==> src/xtea_pkg.sv <==
// ---------------------------------------------------------------------------
// xtea_pkg
// Shared types and codes for the pipelined XTEA block cipher.
// ---------------------------------------------------------------------------
package xtea_pkg;

  // operation selector codes
  localparam logic OP_ENCRYPT = 1'b0;
  localparam logic OP_DECRYPT = 1'b1;

  // number of key words and width of the key word index
  localparam int KEY_WORDS   = 4;
  localparam int KEY_IDX_W   = 2;
  localparam int WORD_W      = 32;

  // four key words, word 0 in the lowest slice
  typedef logic [KEY_WORDS-1:0][WORD_W-1:0] key_t;

  // one block in flight with its operation
  typedef struct packed {
    logic              op;
    logic [WORD_W-1:0] v0;
    logic [WORD_W-1:0] v1;
  } blk_t;

endpackage

==> src/xtea_stage.sv <==
// ---------------------------------------------------------------------------
// xtea_stage
// One registered half round of XTEA; encrypt or decrypt chosen per item.
// ---------------------------------------------------------------------------
module xtea_stage #(
  parameter int STAGE_ID    = 0,
  parameter int ROUND_COUNT = 32
) (
  input  logic          clk,
  input  logic          rst_n,
  input  logic          en,
  input  logic          in_valid,
  input  xtea_pkg::blk_t in_blk,
  input  xtea_pkg::key_t key,
  output logic          out_valid_r,
  output xtea_pkg::blk_t out_blk_r
);

  localparam logic [31:0] DELTA     = 32'h9E3779B9;
  localparam int          KEY_SHIFT = 11;
  localparam bit          EVEN      = (STAGE_ID % 2) == 0;
  localparam int          ROUND     = STAGE_ID / 2;
  localparam int          ENC_MUL   = EVEN ? ROUND : ROUND + 1;
  localparam int          DEC_MUL   = EVEN ? ROUND_COUNT - ROUND : ROUND_COUNT - ROUND - 1;
  localparam logic [63:0] ENC_PROD  = 64'(ENC_MUL) * 64'(DELTA);
  localparam logic [63:0] DEC_PROD  = 64'(DEC_MUL) * 64'(DELTA);
  localparam logic [31:0] ENC_SUM   = ENC_PROD[31:0];
  localparam logic [31:0] DEC_SUM   = DEC_PROD[31:0];
  localparam logic [xtea_pkg::KEY_IDX_W-1:0] ENC_IDX =
    EVEN ? ENC_SUM[1:0] : ENC_SUM[KEY_SHIFT+1:KEY_SHIFT];
  localparam logic [xtea_pkg::KEY_IDX_W-1:0] DEC_IDX =
    EVEN ? DEC_SUM[KEY_SHIFT+1:KEY_SHIFT] : DEC_SUM[1:0];

  function automatic logic [31:0] xt_mix(input logic [31:0] v);
    return ((v << 4) ^ (v >> 5)) + v;
  endfunction

  logic          dec;
  logic          upd_v0;
  logic [31:0]   src;
  logic [31:0]   tgt;
  logic [31:0]   keyed;
  logic [31:0]   f;
  logic [31:0]   new_word;
  xtea_pkg::blk_t blk_nxt;

  // half-round datapath: mix of one word, keyed sum, add or subtract into the other
  always_comb begin
    dec    = (in_blk.op == xtea_pkg::OP_DECRYPT);
    // even stages touch v0 on encrypt and v1 on decrypt, odd stages the opposite
    upd_v0 = EVEN ? !dec : dec;
    src    = upd_v0 ? in_blk.v1 : in_blk.v0;
    tgt    = upd_v0 ? in_blk.v0 : in_blk.v1;
    keyed  = dec ? (DEC_SUM + key[DEC_IDX]) : (ENC_SUM + key[ENC_IDX]);
    f      = xt_mix(src) ^ keyed;
    new_word = dec ? (tgt - f) : (tgt + f);
    blk_nxt  = in_blk;
    if (upd_v0) begin
      blk_nxt.v0 = new_word;
    end else begin
      blk_nxt.v1 = new_word;
    end
  end

  // stage valid bit
  always_ff @(posedge clk) begin
    if (!rst_n) begin
      out_valid_r <= 1'b0;
    end else if (en) begin
      out_valid_r <= in_valid;
    end
  end

  // stage payload
  always_ff @(posedge clk) begin
    if (en) begin
      out_blk_r <= blk_nxt;
    end
  end

endmodule

==> config.mk <==
export PLATFORM = sky130hd
export DESIGN_NAME = xtea_stage
export DESIGN_NICKNAME = d
export VERILOG_FILES = /design/src/xtea_pkg.sv /design/src/xtea_stage.sv
export SDC_FILE = /design/constraint.sdc
export NUM_CORES = 1
export LEC_CHECK = 0
export BUFFER_PORTS_ARGS = -buffer_cell sky130_fd_sc_hd__buf_2
export CAP_MARGIN = 20
export CORE_UTILIZATION = 45
export CTS_CLUSTER_SIZE = 14
export DETAILED_ROUTE_END_ITERATION = 7
export GPL_ROUTABILITY_DRIVEN = 0
export PLACE_DENSITY_LB_ADDON = 0.15
export SYNTH_ARGS = -nofsm -noshare
export SYNTH_HDL_FRONTEND = slang
export SYNTH_SLANG_ARGS = --single-unit
==> constraint.sdc <==
create_clock -name clk -period 10.56 [get_ports clk]
set_clock_uncertainty 0.15 [all_clocks]
set_input_delay 0.528 -clock clk [delete_from_list [all_inputs] [get_ports clk]]
set_output_delay 0.528 -clock clk [all_outputs]
set_load 0.05 [all_outputs]
==> impl_metrics.json <==
{
  "status": "completed",
  "grt_pass1_vias": 7304,
  "synth_most_common_cell": "xnor2_1",
  "p_leak_nw": 4.40,
  "tightest_slew_ns": 0.844,
  "drc": 0,
  "core_um2": 19400,
  "dp_hpwl_um": 19100,
  "reg2reg_from": "out_valid_r",
  "async_flop_share_pct": 0,
  "min_from": "rst_n",
  "syn_nets": 1314,
  "power.density_nw_per_um2": 236,
  "clockRootBuffer": "clkbuf_16",
  "clk_pin_slew_ns": 0.06,
  "synth_cells": 1050,
  "end_kind": "flip-flop",
  "cts.path.max_buffers": 2,
  "synth_top_cell_by_area": "edfxtp_1",
  "cpPeakStageDelay_ns": 0.59,
  "numCtsBuffers": 9,
  "syn-cell-area_um2": 8880,
  "cp_slowest_cell": "buf_4",
  "synth_area_leaders": "edfxtp_1 (22%), xnor2_1 (9.6%), ha_1 (9.2%)",
  "n_antenna_cell": 0,
  "place_inst": 1478,
  "track_usage_pct": 23.4,
  "arrival_ns": 7.99,
  "drive_gt1_share_pct": 23.0,
  "instances_no_fill": 1494,
  "routed_wl_um": 23600,
  "fin_crit_ns": 7.96,
  "rows": 51,
  "ys_ff_latch": 66,
  "timing.final.hold_violations": 0,
  "synth_edf_count": 65,
  "viasPerCell": 5.49,
  "clk_latency_ns": 0.34,
  "slew_viol_final": 0,
  "grt_overflow": 0,
  "cp_max_fo": 109,
  "cts_tree": "done",
  "fillers": 1884,
  "dr_total_vias": 8200,
  "synth_common_cells": "xnor2_1 (97), a21oi_1 (85), nand2_1 (83), nor2_1 (72)",
  "grt_max_degree": 110,
  "critical_path_required_ns": 10.59,
  "syn_avg_cell_area_um2": 8.46,
  "drv_cap": 0,
  "yosysUniqueCellTypes": 91,
  "fin_util_pct": 53.3,
  "setup_viol": 0,
  "max-vdd-ir-drop_uv": 78.2,
  "r2r_setup_slack_ns": 9.83,
  "ctsHtreeMaxLevel": 3,
  "dr.pass1.iters": 6,
  "fp.dieArea_um2": 20300,
  "rsz0062_at_grt": "false",
  "drt_iter0_drc": 582,
  "ant_nets": 0,
  "fmax_ghz": 0.126,
  "tns_ns": 0,
  "post_cts_buffers": 0,
  "rr_endpoint": "out_valid_r",
  "cts_sinks": 66,
  "post-route-period-util_pct": 75.4,
  "synth_top_area_share_pct": 22.0,
  "finalPower_mw": 2.44,
  "grt_pass1_wl_um": 37200,
  "whs_ns": 0.246,
  "syn_to_final_growth_pct": 16.4,
  "die_w_um": 143,
  "yosysWarnings": 0,
  "seq_area_frac_synth_pct": 22.2,
  "start_kind": "input port",
  "reg2reg_depth": 2,
  "io_pins": 263,
  "cts.repair.resized": 0,
  "portBuffers": 198,
  "min_path_type": "input port to flip-flop",
  "slew_headroom_pct": 43.7,
  "cts_hold_buf": 0,
  "wl_per_cell_um": 15.8,
  "crit_start": "in_blk[64]",
  "crit_type": "input port to flip-flop",
  "ys.flop_type": "edfxtp_1",
  "final_nets": 1488,
  "crit_end": "out_blk_r[63]",
  "path_common_cell": "a21oi_1",
  "initial_utilization_pct": 45.8,
  "die_h_um": 143,
  "grt_antenna_before_repair": 0
}
## logic make-up after synthesis
family                     Yosys count  synth area share, %
adders and majority gates           68                 9.72
muxes                               51                 6.37
AOI/OAI and AO/OA                  319                 23.9
xor gates and xnor gates           149                 15.2
and+or+nand+nor                    315                 19.0
DFF                                 66                 22.2
buffers and inverters               82                 3.70
## state kept, by name (all words and copies together) (netlist names)
name / flops
out_blk_r: 65
out_valid_r: 1
## power by group
part           internal, mW  total [mW]  switching (mW)
clock network         0.158       0.272           0.114
registers             0.417       0.436          0.0192
logic                 0.611        1.73            1.12
total                  1.19        2.44            1.25
## critical path: cells and delay by family
family / cells / cell delay (ns)
AOI/OAI and AO/OA: 10 / 2.50
xor gates and xnor gates: 3 / 0.56
buffers and inverters: 2 / 1.16
and+or+nand+nor: 10 / 2.47
adders and majority gates: 2 / 0.71
## metrics by stage
| step | instance area, µm² | worst slack (ns) |
|---|---|---|
| finish | 10300 | 2.60 |
| global route | 10300 | 1.95 |
| CTS | 10300 | 2.67 |
| detailed placement | 10100 | 2.33 |
| global placement | 10100 | 2.44 |
| floorplan | 8880 | 2.65 |
## worst min path at each step
stage	endpoint	cells after the start
floorplan	out_blk_r[64]	0
global placement	out_valid_r	2
detailed placement	out_valid_r	2
CTS	out_valid_r	2
global route	out_valid_r	2
finish	out_valid_r	2
## layer usage
metal / GRT usage (%) / share of wire, % / up-vias
met3: 2.66 / 6.0 / 17
met2: 34.7 / 41 / 264
met5: 0 / 0 / -
met1: 35.7 / 52 / 3704
li1: - / - / 4215
met4: 5.43 / 1.1 / 0
## layout make-up
class                      count  area, µm²  area share [%]
clock inverter                 5       31.3           0.303
sequential                    66       1970            19.1
clock buffer                  11        233            2.25
inverter                      43        161            1.56
timing repair buffer         202       1030            9.94
multi-input combinational    902       6580            63.7
tap                          265        332            3.21
## placed cells by master (no fill, tap or decap), drive strengths merged, types with 31 or more instances in the layout
cell type | netlist | layout
a21oi | 87 | 87
buf | 18 | 202
edfxtp | 65 | 65
ha | 65 | 65
inv | 43 | 43
mux2 | 34 | 34
nand2 | 83 | 83
nor2 | 73 | 73
nor2b | 31 | 31
o21ai | 69 | 69
o21bai | 31 | 31
xnor2 | 99 | 99
xor2 | 48 | 48
(Power assumes the default switching activity.)
